--- config.mk ---
export PLATFORM = sky130hd
export DESIGN_NAME = buddy_block_allocator_flat
export DESIGN_NICKNAME = d
export VERILOG_FILES = /design/src/bba_pkg.sv /design/src/bba_if.sv /design/src/bba_size_dec.sv /design/src/buddy_block_allocator.sv /design/src/flat_wrapper.sv
export SDC_FILE = /design/constraint.sdc
export NUM_CORES = 2
export LEC_CHECK = 0
export BUFFER_PORTS_ARGS = -buffer_cell sky130_fd_sc_hd__buf_2
export CORE_ASPECT_RATIO = 0.7
export CORE_UTILIZATION = 39
export DETAILED_ROUTE_END_ITERATION = 7
export GPL_TIMING_DRIVEN = 0
export PLACE_DENSITY = 0.58
export SYNTH_ARGS = -nofsm -noshare
export SYNTH_HDL_FRONTEND = slang
export SYNTH_SLANG_ARGS = --single-unit
--- constraint.sdc ---
create_clock -name i_clk -period 9.4 [get_ports i_clk]
set_input_delay 1.88 -clock i_clk [delete_from_list [all_inputs] [get_ports i_clk]]
set_output_delay 1.88 -clock i_clk [all_outputs]
set_load 0.01 [all_outputs]
--- src/bba_pkg.sv ---
// Package for the buddy block allocator: sizes, flag bits, status codes
// and the heap index helper. No dependencies.
`timescale 1ns / 1ps
`default_nettype none
package bba_pkg;
    localparam int TOTAL_SIZE = 2048;
    localparam int MIN_BLOCK  = 8;
    localparam int LG_TOTAL   = $clog2(TOTAL_SIZE);
    localparam int LG_MIN     = $clog2(MIN_BLOCK);
    localparam int MAX_LVL    = LG_TOTAL - LG_MIN;
    localparam int NODE_COUNT = 2 * (TOTAL_SIZE / MIN_BLOCK) - 1;
    localparam int LVL_W      = $clog2(MAX_LVL + 1);
    localparam int POS_W      = (MAX_LVL > 0) ? MAX_LVL : 1;
    localparam int IDX_W      = $clog2(NODE_COUNT);
    localparam int REQ_W      = 12;
    localparam int OFF_W      = 11;
    localparam int SIZE_W     = 12;
    localparam int ST_W       = 2;

    localparam logic [ST_W-1:0] ST_OK      = 2'd0;
    localparam logic [ST_W-1:0] ST_NOSPACE = 2'd1;
    localparam logic [ST_W-1:0] ST_NOBLOCK = 2'd2;

    localparam logic KIND_ALLOC = 1'b0;
    localparam logic KIND_FREE  = 1'b1;

    // Bit 0 marks an allocated leaf, bit 1 a split node.
    typedef logic [1:0] t_flags;
    localparam t_flags FLAGS_FREE  = 2'b00;
    localparam t_flags FLAGS_ALLOC = 2'b01;
    localparam t_flags FLAGS_SPLIT = 2'b10;

    typedef struct packed {
        logic             fail;
        logic [LVL_W-1:0] lvl;
    } t_need;

    function automatic logic [IDX_W-1:0] node_idx(input logic [LVL_W-1:0] lvl,
                                                  input logic [POS_W-1:0] pos);
        return (IDX_W'(1) << lvl) - IDX_W'(1) + IDX_W'(pos);
    endfunction
endpackage
`default_nettype wire

--- src/bba_if.sv ---
// Handshake interfaces for the request and response channels.
// Depends on bba_pkg.
`timescale 1ns / 1ps
`default_nettype none
interface bba_req_if import bba_pkg::*; ();
    logic             valid;
    logic             ready;
    logic             kind;
    logic [REQ_W-1:0] request_size;
    logic [OFF_W-1:0] block_offset;
    modport source (output valid, kind, request_size, block_offset, input ready);
    modport sink   (input valid, kind, request_size, block_offset, output ready);
endinterface

interface bba_rsp_if import bba_pkg::*; ();
    logic              valid;
    logic              ready;
    logic [ST_W-1:0]   status;
    logic [OFF_W-1:0]  granted_offset;
    logic [SIZE_W-1:0] granted_size;
    modport source (output valid, status, granted_offset, granted_size, input ready);
    modport sink   (input valid, status, granted_offset, granted_size, output ready);
endinterface
`default_nettype wire

--- src/bba_size_dec.sv ---
// Rounds a requested size to the tree level of the block that serves it.
// Depends on bba_pkg.
`timescale 1ns / 1ps
`default_nettype none
module bba_size_dec import bba_pkg::*; (
    input  wire logic [REQ_W-1:0] i_size,
    output t_need                 o_need
);
    always_comb begin
        o_need.lvl  = '0;
        o_need.fail = ({1'b0, i_size} > (REQ_W+1)'(TOTAL_SIZE));
        // Deepest level whose block still covers the request wins.
        for (int d = 0; d <= MAX_LVL; d++) begin
            if ((REQ_W+1)'(TOTAL_SIZE >> d) >= {1'b0, i_size}) begin
                o_need.lvl = LVL_W'(d);
            end
        end
    end
endmodule
`default_nettype wire

--- src/buddy_block_allocator.sv ---
// Buddy block allocator top level: node flag memory and the walk sequencer.
// Depends on bba_pkg, bba_if and bba_size_dec.
//
//  channel  | dir | word
//  i_req    | in  | kind, request_size, block_offset
//  o_rsp    | out | status, granted_offset, granted_size
//
// Each visited tree node is read, then evaluated, on the single port of the
// flag memory; each split level adds the states SPL and SPR, and each merge
// level the states FRW, MRD and MEV. An allocate search can visit every node
// when the pool is split down to minimum blocks. A free walks down to its
// block, then merges upward one level at a time while the buddy is free.
// Reset clears only the root flags; deeper nodes are written before use.
// A new request is taken while the previous response still waits.
`timescale 1ns / 1ps
`default_nettype none
module buddy_block_allocator import bba_pkg::*; (
    input wire logic i_clk,
    input wire logic i_rst_n,
    bba_req_if.sink   i_req,
    bba_rsp_if.source o_rsp
);
    localparam logic [3:0] S_IDLE = 4'd0;
    localparam logic [3:0] S_RD   = 4'd1;
    localparam logic [3:0] S_EV   = 4'd2;
    localparam logic [3:0] S_SPL  = 4'd3;
    localparam logic [3:0] S_SPR  = 4'd4;
    localparam logic [3:0] S_ALC  = 4'd5;
    localparam logic [3:0] S_FRW  = 4'd6;
    localparam logic [3:0] S_MRD  = 4'd7;
    localparam logic [3:0] S_MEV  = 4'd8;
    localparam logic [3:0] S_FIN  = 4'd9;

    logic [3:0]        r_state, n_state;
    logic              r_kind;
    logic [OFF_W-1:0]  r_at;
    t_need             r_need;
    logic [LVL_W-1:0]  r_lvl, n_lvl;
    logic [POS_W-1:0]  r_pos, n_pos;
    logic [LVL_W-1:0]  r_res_lvl, n_res_lvl;
    logic [OFF_W-1:0]  r_res_off, n_res_off;
    logic [ST_W-1:0]   r_res_st, n_res_st;
    t_flags            r_root, n_root;
    t_flags            r_rdata;
    logic              r_o_valid;
    logic [ST_W-1:0]   r_o_status;
    logic [OFF_W-1:0]  r_o_off;
    logic [SIZE_W-1:0] r_o_size;

    t_flags            mem [NODE_COUNT];
    logic              mem_we;
    logic [IDX_W-1:0]  mem_addr;
    t_flags            mem_wd;

    t_need             dec_need;
    t_flags            cur;
    logic [IDX_W-1:0]  cur_idx;
    logic [POS_W:0]    nxt_q;
    logic [LVL_W-1:0]  nxt_tz;
    logic [OFF_W-1:0]  cur_off;
    logic              at_bit;
    logic              out_load;

    bba_size_dec u_dec (
        .i_size (i_req.request_size),
        .o_need (dec_need)
    );

    assign i_req.ready = (r_state == S_IDLE);
    assign cur_idx     = node_idx(r_lvl, r_pos);
    assign cur         = (r_lvl == '0) ? r_root : r_rdata;
    assign cur_off     = OFF_W'(r_pos) << (LVL_W'(LG_TOTAL) - r_lvl);
    assign at_bit      = r_at[LG_TOTAL - 1 - 32'(r_lvl)];
    assign out_load    = (r_state == S_FIN) && (!r_o_valid || o_rsp.ready);

    // Next preorder node after a skipped subtree: climb out of right children.
    always_comb begin
        nxt_q  = (POS_W+1)'(r_pos) + (POS_W+1)'(1);
        nxt_tz = '0;
        for (int i = POS_W - 1; i >= 0; i--) begin
            if (nxt_q[i]) begin
                nxt_tz = LVL_W'(i);
            end
        end
    end

    always_comb begin
        n_state   = r_state;
        n_lvl     = r_lvl;
        n_pos     = r_pos;
        n_res_lvl = r_res_lvl;
        n_res_off = r_res_off;
        n_res_st  = r_res_st;
        n_root    = r_root;
        mem_we    = 1'b0;
        mem_addr  = cur_idx;
        mem_wd    = FLAGS_FREE;
        case (r_state)
            S_IDLE: begin
                if (i_req.valid) begin
                    n_lvl = '0;
                    n_pos = '0;
                    if (i_req.kind == KIND_ALLOC && dec_need.fail) begin
                        n_res_st = ST_NOSPACE;
                        n_state  = S_FIN;
                    end else if (i_req.kind == KIND_FREE &&
                                 {1'b0, i_req.block_offset} >= (OFF_W+1)'(TOTAL_SIZE)) begin
                        n_res_st = ST_NOBLOCK;
                        n_state  = S_FIN;
                    end else begin
                        n_state = S_RD;
                    end
                end
            end
            S_RD: begin
                n_state = S_EV;
            end
            S_EV: begin
                if (r_kind == KIND_ALLOC) begin
                    if (cur[0] || r_lvl > r_need.lvl || (cur[1] && r_lvl == r_need.lvl)) begin
                        if (nxt_q == ((POS_W+1)'(1) << r_lvl)) begin
                            n_res_st = ST_NOSPACE;
                            n_state  = S_FIN;
                        end else begin
                            n_pos   = POS_W'(nxt_q >> nxt_tz);
                            n_lvl   = r_lvl - nxt_tz;
                            n_state = S_RD;
                        end
                    end else if (!cur[1]) begin
                        n_res_off = cur_off;
                        n_state   = (r_lvl < r_need.lvl) ? S_SPL : S_ALC;
                    end else begin
                        n_lvl   = r_lvl + LVL_W'(1);
                        n_pos   = POS_W'({r_pos, 1'b0});
                        n_state = S_RD;
                    end
                end else begin
                    if (cur[1] && r_lvl < LVL_W'(MAX_LVL)) begin
                        n_lvl   = r_lvl + LVL_W'(1);
                        n_pos   = POS_W'({r_pos, at_bit});
                        n_state = S_RD;
                    end else if (cur[0] && cur_off == r_at) begin
                        n_res_off = r_at;
                        n_res_lvl = r_lvl;
                        n_state   = S_FRW;
                    end else begin
                        n_res_st = ST_NOBLOCK;
                        n_state  = S_FIN;
                    end
                end
            end
            S_SPL: begin
                mem_we = (r_lvl != '0);
                mem_wd = FLAGS_SPLIT;
                if (r_lvl == '0) begin
                    n_root = FLAGS_SPLIT;
                end
                n_state = S_SPR;
            end
            S_SPR: begin
                // The right child starts free; the left one is written next.
                mem_we   = 1'b1;
                mem_addr = node_idx(r_lvl + LVL_W'(1), POS_W'({r_pos, 1'b1}));
                mem_wd   = FLAGS_FREE;
                n_lvl    = r_lvl + LVL_W'(1);
                n_pos    = POS_W'({r_pos, 1'b0});
                n_state  = ((r_lvl + LVL_W'(1)) < r_need.lvl) ? S_SPL : S_ALC;
            end
            S_ALC: begin
                mem_we = (r_lvl != '0);
                mem_wd = FLAGS_ALLOC;
                if (r_lvl == '0) begin
                    n_root = FLAGS_ALLOC;
                end
                n_res_lvl = r_lvl;
                n_res_st  = ST_OK;
                n_state   = S_FIN;
            end
            S_FRW: begin
                mem_we = (r_lvl != '0);
                mem_wd = FLAGS_FREE;
                if (r_lvl == '0) begin
                    n_root   = FLAGS_FREE;
                    n_res_st = ST_OK;
                    n_state  = S_FIN;
                end else begin
                    n_state = S_MRD;
                end
            end
            S_MRD: begin
                mem_addr = node_idx(r_lvl, r_pos ^ POS_W'(1));
                n_state  = S_MEV;
            end
            S_MEV: begin
                if (r_rdata != FLAGS_FREE) begin
                    n_res_st = ST_OK;
                    n_state  = S_FIN;
                end else begin
                    n_lvl   = r_lvl - LVL_W'(1);
                    n_pos   = r_pos >> 1;
                    n_state = S_FRW;
                end
            end
            S_FIN: begin
                if (out_load) begin
                    n_state = S_IDLE;
                end
            end
            default: begin
                n_state = S_IDLE;
            end
        endcase
    end

    always_ff @(posedge i_clk) begin
        if (mem_we) begin
            mem[mem_addr] <= mem_wd;
        end
        r_rdata <= mem[mem_addr];
    end

    always_ff @(posedge i_clk) begin
        if (!i_rst_n) begin
            r_state   <= S_IDLE;
            r_root    <= FLAGS_FREE;
            r_o_valid <= 1'b0;
        end else begin
            r_state <= n_state;
            r_root  <= n_root;
            if (out_load) begin
                r_o_valid <= 1'b1;
            end else if (o_rsp.ready) begin
                r_o_valid <= 1'b0;
            end
        end
    end

    always_ff @(posedge i_clk) begin
        if (i_req.valid && i_req.ready) begin
            r_kind <= i_req.kind;
            r_at   <= i_req.block_offset;
            r_need <= dec_need;
        end
        r_lvl     <= n_lvl;
        r_pos     <= n_pos;
        r_res_lvl <= n_res_lvl;
        r_res_off <= n_res_off;
        r_res_st  <= n_res_st;
        if (out_load) begin
            r_o_status <= r_res_st;
            if (r_res_st == ST_OK) begin
                r_o_off  <= r_res_off;
                r_o_size <= SIZE_W'(TOTAL_SIZE) >> r_res_lvl;
            end else begin
                r_o_off  <= '0;
                r_o_size <= '0;
            end
        end
    end

    assign o_rsp.valid          = r_o_valid;
    assign o_rsp.status         = r_o_status;
    assign o_rsp.granted_offset = r_o_off;
    assign o_rsp.granted_size   = r_o_size;

`ifndef ASSERT_OFF
    a_root_flags: assert property (@(posedge i_clk) disable iff (!i_rst_n)
        r_root != 2'b11)
        else $error("root is both split and allocated");
    a_lvl_range: assert property (@(posedge i_clk) disable iff (!i_rst_n)
        r_state != S_IDLE |-> r_lvl <= LVL_W'(MAX_LVL))
        else $error("walk level beyond the leaf level");
    a_ok_size: assert property (@(posedge i_clk) disable iff (!i_rst_n)
        o_rsp.valid && o_rsp.status == ST_OK |-> o_rsp.granted_size >= SIZE_W'(MIN_BLOCK))
        else $error("granted block below the minimum size");
    a_fail_zero: assert property (@(posedge i_clk) disable iff (!i_rst_n)
        o_rsp.valid && o_rsp.status != ST_OK |->
            o_rsp.granted_size == '0 && o_rsp.granted_offset == '0)
        else $error("failed response carries a block");
`endif
endmodule
`default_nettype wire

--- src/flat_wrapper.sv ---
// flat-port wrapper written by rule: the top's interface ports become plain ports
module buddy_block_allocator_flat import bba_pkg::*;
  (i_clk, i_rst_n, i_req_valid, i_req_kind, i_req_request_size, i_req_block_offset, i_req_ready, o_rsp_valid, o_rsp_status, o_rsp_granted_offset, o_rsp_granted_size, o_rsp_ready);
  bba_req_if i_req_i ();
  bba_rsp_if o_rsp_i ();
  input wire logic i_clk;
  input wire logic i_rst_n;
  input wire logic [$bits(i_req_i.valid)-1:0] i_req_valid;
  input wire logic [$bits(i_req_i.kind)-1:0] i_req_kind;
  input wire logic [$bits(i_req_i.request_size)-1:0] i_req_request_size;
  input wire logic [$bits(i_req_i.block_offset)-1:0] i_req_block_offset;
  output wire logic [$bits(i_req_i.ready)-1:0] i_req_ready;
  output wire logic [$bits(o_rsp_i.valid)-1:0] o_rsp_valid;
  output wire logic [$bits(o_rsp_i.status)-1:0] o_rsp_status;
  output wire logic [$bits(o_rsp_i.granted_offset)-1:0] o_rsp_granted_offset;
  output wire logic [$bits(o_rsp_i.granted_size)-1:0] o_rsp_granted_size;
  input wire logic [$bits(o_rsp_i.ready)-1:0] o_rsp_ready;
  assign i_req_i.valid = i_req_valid;
  assign i_req_i.kind = i_req_kind;
  assign i_req_i.request_size = i_req_request_size;
  assign i_req_i.block_offset = i_req_block_offset;
  assign i_req_ready = i_req_i.ready;
  assign o_rsp_valid = o_rsp_i.valid;
  assign o_rsp_status = o_rsp_i.status;
  assign o_rsp_granted_offset = o_rsp_i.granted_offset;
  assign o_rsp_granted_size = o_rsp_i.granted_size;
  assign o_rsp_i.ready = o_rsp_ready;
  buddy_block_allocator u_core (.i_clk(i_clk), .i_rst_n(i_rst_n), .i_req(i_req_i), .o_rsp(o_rsp_i));
endmodule
======== After elaboration in Yosys (flattened, before gate mapping) ========
Memory sizes are Yosys's and may differ from the RTL's. A register that Yosys moved wholly into a read port is not among the register bits.
Index checks and enable logic that the tools add are counted.
storage, ports and cells
  bits in registers ....................... 77
  memory bits (writable) .................. 1,022
  input bits .............................. 28
  output and inout bits ................... 27
  word-level logic and storage cells ...... 185
  memories ................................ 1
operators by class
  $add $sub $neg .......................... 11
  $lt $le $gt $ge ......................... 14
  eq/ne operators ......................... 34
  shift operators ......................... 5
  multiplexer cells ....................... 77
  bitwise operators ....................... 2
  reductions and logical operators ........ 27
memory list
  name        words  bits a word  read ports  clocked after memory_dff  write ports  RTL line                     text
  u_core.mem  511    2            1           1                         1            buddy_block_allocator.sv:50  t_flags mem [NODE_COUNT];
operators with widths
  kind                                                                     number
  4-bit 2-to-1 mux                                                         27
  8-bit 2-to-1 mux                                                         7
  11-bit 2-to-1 mux                                                        5
  4-bit case mux with 10 select lines                                      1
  32-bit by 5-bit < comparator with 1-bit output (second input constant)   1
  8-bit case mux with 4 select lines                                       1
  3-bit 2-to-1 mux                                                         10
  9-bit by 8-bit adder with 9-bit output                                   3
  2-bit 2-to-1 mux                                                         12
  2-bit by 1-bit != test with 1-bit output (second input constant)         9
  9-bit case mux with 2 select lines                                       1
  1-bit by 4-bit << shifter with 9-bit output (first input constant)       2
  9-bit by 1-bit subtractor with 9-bit output (second input constant)      2
  4-bit by 3-bit equality test with 1-bit output (second input constant)   4
  4-bit case mux with 4 select lines                                       1
  10-bit by 12-bit >= comparator with 1-bit output (first input constant)  1
  11-bit by 12-bit >= comparator with 1-bit output (first input constant)  1
  4-bit by 12-bit >= comparator with 1-bit output (first input constant)   1
  5-bit by 12-bit >= comparator with 1-bit output (first input constant)   1
  6-bit by 12-bit >= comparator with 1-bit output (first input constant)   1
  7-bit by 12-bit >= comparator with 1-bit output (first input constant)   1
  8-bit by 12-bit >= comparator with 1-bit output (first input constant)   1
  9-bit by 12-bit >= comparator with 1-bit output (first input constant)   1
  12-bit greater-than comparator (second input constant)                   1
  other kinds (46)                                                         75

======== Depth between registers and ports, before layout ========
  word-level depth ........................ 14
  gate-level depth with buffers ........... 24
  depth with buffers taken out ............ 18

======== By module ========
Synthesis repeated with hierarchy kept, for this count alone.
second synthesis, totals
  cell total of the unflattened synthesis .. 4,216
  area, all modules ....................... 53,485.0 µm²
by module, submodules not included
  module                 times used  cells each  area an instance (µm²)  seq. area each (µm²)
  buddy_block_allocator  1           4,178       53,237.3                32,971.6
  bba_size_dec           1           38          247.7                   0.0

======== Least setup slack after synthesis ========
Ideal clock, no wire load.
  path kind ............................... flip-flop to flip-flop
  start ................................... register u_core.r_state[0]
  end ..................................... memory u_core.mem[0][0] (netlist bit), data pin
  setup time .............................. 1.339 ns
  data arrival time ....................... 6.583 ns
  data required time ...................... 8.061 ns
  path slack .............................. 1.478 ns
  stages on the path, launching flop included .. 5
  buffers on the path ..................... 2
  clock period less this slack ............ 7.922 ns
  cells stage by stage .................... dfxtp_1 > clkbuf_1 > clkbuf_1 > nand3b_1 > inv_1
on the way
  word-level cells in the longest chain between the ends .. 2
  elaborated cells on any way between the ends .. 3
  classes of those cells .................. eq/ne: 2; mux: 1
ends and longest elaborated chain
  what                                                                                                                     RTL line                      text
  from (decl)                                                                                                              buddy_block_allocator.sv:34   logic [3:0] r_state, n_state;
  from (signal assigned)                                                                                                   buddy_block_allocator.sv:228  r_state <= n_state;
  4-bit by 3-bit equality test with 1-bit output / 4-bit by 2-bit equality test with 1-bit output (equally long branches)  buddy_block_allocator.sv:98   case (r_state)
  2-bit case mux with 2 select lines *                                                                                     buddy_block_allocator.sv:98
  named net u_core.mem_wd[0]                                                                                               buddy_block_allocator.sv:53   t_flags mem_wd;
  to (decl)                                                                                                                buddy_block_allocator.sv:50
The timed path passes the listed nets; every way through them passes the cells marked *.

======== Worst setup path in the final report ========
  start ................................... register u_core.r_lvl[1]
  end ..................................... register u_core.r_rdata[0] (read register of u_core.mem)
on the way
  word-level cells in the longest chain between the ends .. 5
  elaborated cells on any way between the ends .. 9
  classes of those cells .................. add/sub: 6; shift: 2; mux: 1
ends and longest elaborated chain
  what                                         RTL line                      text
  from (decl)                                  buddy_block_allocator.sv:38   logic [LVL_W-1:0] r_lvl, n_lvl;
  from (signal assigned)                       buddy_block_allocator.sv:244  r_lvl <= n_lvl;
  4-bit by 1-bit adder with 4-bit output       buddy_block_allocator.sv:163  mem_addr = node_idx(r_lvl + LVL_W'(1), POS_W'({r_pos, 1'b1}));
  1-bit by 4-bit << shifter with 9-bit output  bba_pkg.sv:40                 return (IDX_W'(1) << lvl) - IDX_W'(1) + IDX_W'(pos);
  9-bit by 1-bit subtractor with 9-bit output  bba_pkg.sv:40
  9-bit by 8-bit adder with 9-bit output       bba_pkg.sv:40
  9-bit case mux with 2 select lines *         buddy_block_allocator.sv:98
  to (decl)                                    buddy_block_allocator.sv:44   t_flags r_rdata;
Every way passes the cells marked *; elsewhere a longest branch is shown, timed or not.
A chain may end at the register's enable or synchronous reset.

==> flow_metrics.env <==
export IMPL_worst_slew_pin_slew_ns=1.62
export IMPL_fin_skew_ns=0.0427
export IMPL_clockBufferDepth=3
export IMPL_htree_levels=3
export IMPL_cts_sinks=1101
export IMPL_overflow=0
export IMPL_maxSlewHeadroom_pct=-7.84
export IMPL_crit_arrival_ns=10.20
export IMPL_gp_congestion=1.05
export IMPL_synth_seq_cells=1101
export IMPL_yosys_area_top_type_share_pct=66.3
export IMPL_grt_usage_pct=33.3
export IMPL_fin_crit_sh_pct=103
export IMPL_synth_largest_area_cell="edfxtp_1"
export IMPL_ios=55
export IMPL_hold_buffers=0
export IMPL_final_cells=5798
export IMPL_path_cells="buf_2 -> buf_1 -> inv_1 -> ha_1 -> clkbuf_1 -> nand2_1 -> ha_1 -> inv_1 -> ha_1 -> a211oi_1 -> o21bai_1 -> a32oi_1 -> clkbuf_1 -> buf_2 -> clkbuf_1 -> a21oi_1 -> nor4_1 -> o221ai_1 -> a22oi_1 -> nand4_1"
export IMPL_start_util_pct=39.6
export IMPL_clk_pin_slew_ns=0.06
export IMPL_final_layout_size_suffix_gt1_share_pct=9.88
export IMPL_critPathTopFamily="buffers and inverters"
export IMPL_min_period_ns=9.66
export IMPL_cp_slowest_cell="clkbuf_1"
export IMPL_dp_hpwl_um=144000
export IMPL_hold_class="register to register"
export IMPL_path_class="register to register"
export IMPL_dp_cells=5595
export IMPL_cp_required_ns=9.94
export IMPL_crit_path_end_kind="register"
export IMPL_die_w_um=428
export IMPL_finalWorstSetupSlack_ns=-0.260
export IMPL_via_per_inst=6.91
export IMPL_syn_area_um2=49500
export IMPL_syn_to_final_growth_pct=12.5
export IMPL_antenna_found_initial=12
export IMPL_mostFrequentLayoutCells="edfxtp_1 (1,092), nor2_1 (606), nand2_1 (341)"
export IMPL_drv_cap=19
export IMPL_cts_setup_buffers=0
export IMPL_rsz0062_at_grt="false"
export IMPL_rows=108
export IMPL_drv_slew=158
export IMPL_critPathMaxFanout=10
export IMPL_routed_wirelength_um=219000
export IMPL_syn_num_nets=3941
export IMPL_num_vias=40000
export IMPL_ys_warn_count=0
export IMPL_synthCells=3871
export IMPL_setup_viol=1
export IMPL_synth_flop_cell="edfxtp_1"
export IMPL_nets=4124
export IMPL_grt_pass1_vias=36300
export IMPL_grt_pass1_wl_um=294000
export IMPL_synth_area_top_cells="edfxtp_1 (66%), a222oi_1 (4.7%), nor2_1 (4.6%)"
export IMPL_design_core_area_um2=125000
export IMPL_clk_latency_ns=0.78
export IMPL_numCtsBuffers=105
export IMPL_place_port_buffers=54
export IMPL_drc=0
export IMPL_drt_iter0_drc=10900
export IMPL_fmax_mhz=104
export IMPL_layout_commonest_cell="edfxtp_1"
export IMPL_root_buffer="clkbuf_16"
export IMPL_synth_edf_count=1092
export IMPL_worst_path_stages=20
export IMPL_wire_per_inst_um=37.7
export IMPL_min_path_cells=2
export IMPL_syn_area_per_cell_um2=12.8
export IMPL_status="finished with violations"
export IMPL_cts_resized=0
export IMPL_cts_tree="built"
export IMPL_die_h_um=300
export IMPL_dieArea_um2=128000
export IMPL_dr_pass1_iters=8
export IMPL_reg2reg_depth=20
export IMPL_yosysSeqAreaShare_pct=66.6
export IMPL_grt_max_degree=146
export IMPL_critPathBufInv=8
export IMPL_cp_slowest_stage_delay_ns=1.12
export IMPL_start_kind="register"
export IMPL_violations="capacitance limit, slew limit, setup timing"
export IMPL_hold_viol=0
export IMPL_ys_types=78
export IMPL_synthArstFlopShare_pct=0
export IMPL_postRouteAntennaNets=0
[metrics by stage]
| stage | setup WS, ns | hold WS [ns] | util (%) | area [um^2] | TNS (ns) |
|---|---|---|---|---|---|
| after floorplan | 1.48 | 0.440 | - | 49500 | 0 |
| after global placement | -5.39 | 0.460 | 41.5 | 51800 | -5376.26 |
| after detailed placement | 0.337 | 0.486 | 41.9 | 52300 | 0 |
| after CTS | 0.354 | 0.501 | 44.5 | 55600 | 0 |
| after global routing | 0.0260 | 0.533 | 44.6 | 55700 | 0 |
| final | -0.260 | 0.495 | 44.6 | 55700 | -0.260 |
[cell usage after synthesis (11+ instances only)]
library cell and number:
inv_1 33, xor2_1 17, a222oi_1 231, a2bb2oi_1 11, a221o_1 12, nor2_1 607
and3_1 30, o211ai_1 11, a21oi_1 242, nand2b_1 13, nor2b_1 12, mux2i_1 74
nor3_1 21, nand2_1 341, o41ai_1 28, xnor2_1 29, a22oi_1 54, a31oi_1 67
o21a_1 12, a22o_1 22, nand3_1 42, o22ai_1 13, mux4_2 11, a41oi_1 32
buf_6 12, mux2_2 62, nand4_1 20, clkbuf_1 225, ha_1 39, and2_1 21
a211oi_1 25, a21o_1 14, buf_2 49, edfxtp_1 1092, a221oi_1 54, nor4_1 25
buf_1 44, o21ai_0 104
[final cells by class]
class / instances / area [um^2]
diodes: 9 / 22.5
plain buffers: 331 / 1430
clock inverters: 61 / 606
flip-flops and latches: 1101 / 33000
inverters: 35 / 146
clock buffers: 131 / 2760
fillers: 11500 / 69200
repair buffers: 76 / 656
multi-input cells: 2404 / 15000
well taps: 1650 / 2060
[worst paths after layout]
path | start | endpoint | slack, ns
max reg2reg | u_core.r_lvl[1] | u_core.r_rdata[0] | -0.26
min | u_core.r_root[1] | u_core.r_root[1] | 0.50
min reg2reg | u_core.r_root[1] | u_core.r_root[1] | 0.50
max | u_core.r_lvl[1] | u_core.r_rdata[0] | -0.26
[worst min-delay path, cell delays in order (launching register included)]
cell and delay, ns:
dfxtp_1 0.33, nor2_1 0.05, nor2_1 0.08
[registers in the layout, indices dropped and copies added, names as in the netlist]
register                     count
u_core.r_res_off                11
u_core.r_res_st                  2
u_core.r_kind                    1
u_core.r_need                    4
u_core.r_state                   4
u_core.r_lvl                     4
u_core.r_at                     11
u_core.o_rsp.granted_size       12
u_core.o_rsp.valid               1
u_core.r_root                    2
u_core.r_rdata                   2
u_core.o_rsp.status              2
u_core.mem                    1022
u_core.r_pos                     8
u_core.r_res_lvl                 4
u_core.o_rsp.granted_offset     11
[layer usage]
| layer | GRT usage (%) | vias to the layer above | routed length, um |
|---|---|---|---|
| met5 | 0.852 | - | 211 |
| met3 | 16.5 | 617 | 41800 |
| met2 | 42.4 | 3982 | 82700 |
| met1 | 47.5 | 19800 | 84000 |
| li1 | - | 15600 | - |
| met4 | 12.9 | 10 | 9900 |
[cells by family after synthesis]
| group | after synthesis | share of synthesized area (%) |
|---|---|---|
| AOI/OAI and AO/OA | 993 | 14.9 |
| muxes | 148 | 3.45 |
| buffers and inverters | 366 | 3.09 |
| DFF | 1101 | 66.6 |
| xor gates and xnor gates | 46 | 0.814 |
| adders and majority gates | 42 | 1.11 |
| and+or+nand+nor | 1175 | 10.0 |
Power is not shown: default switching activity piles up to over one toggle a cycle in this logic, so the estimate is an artifact.
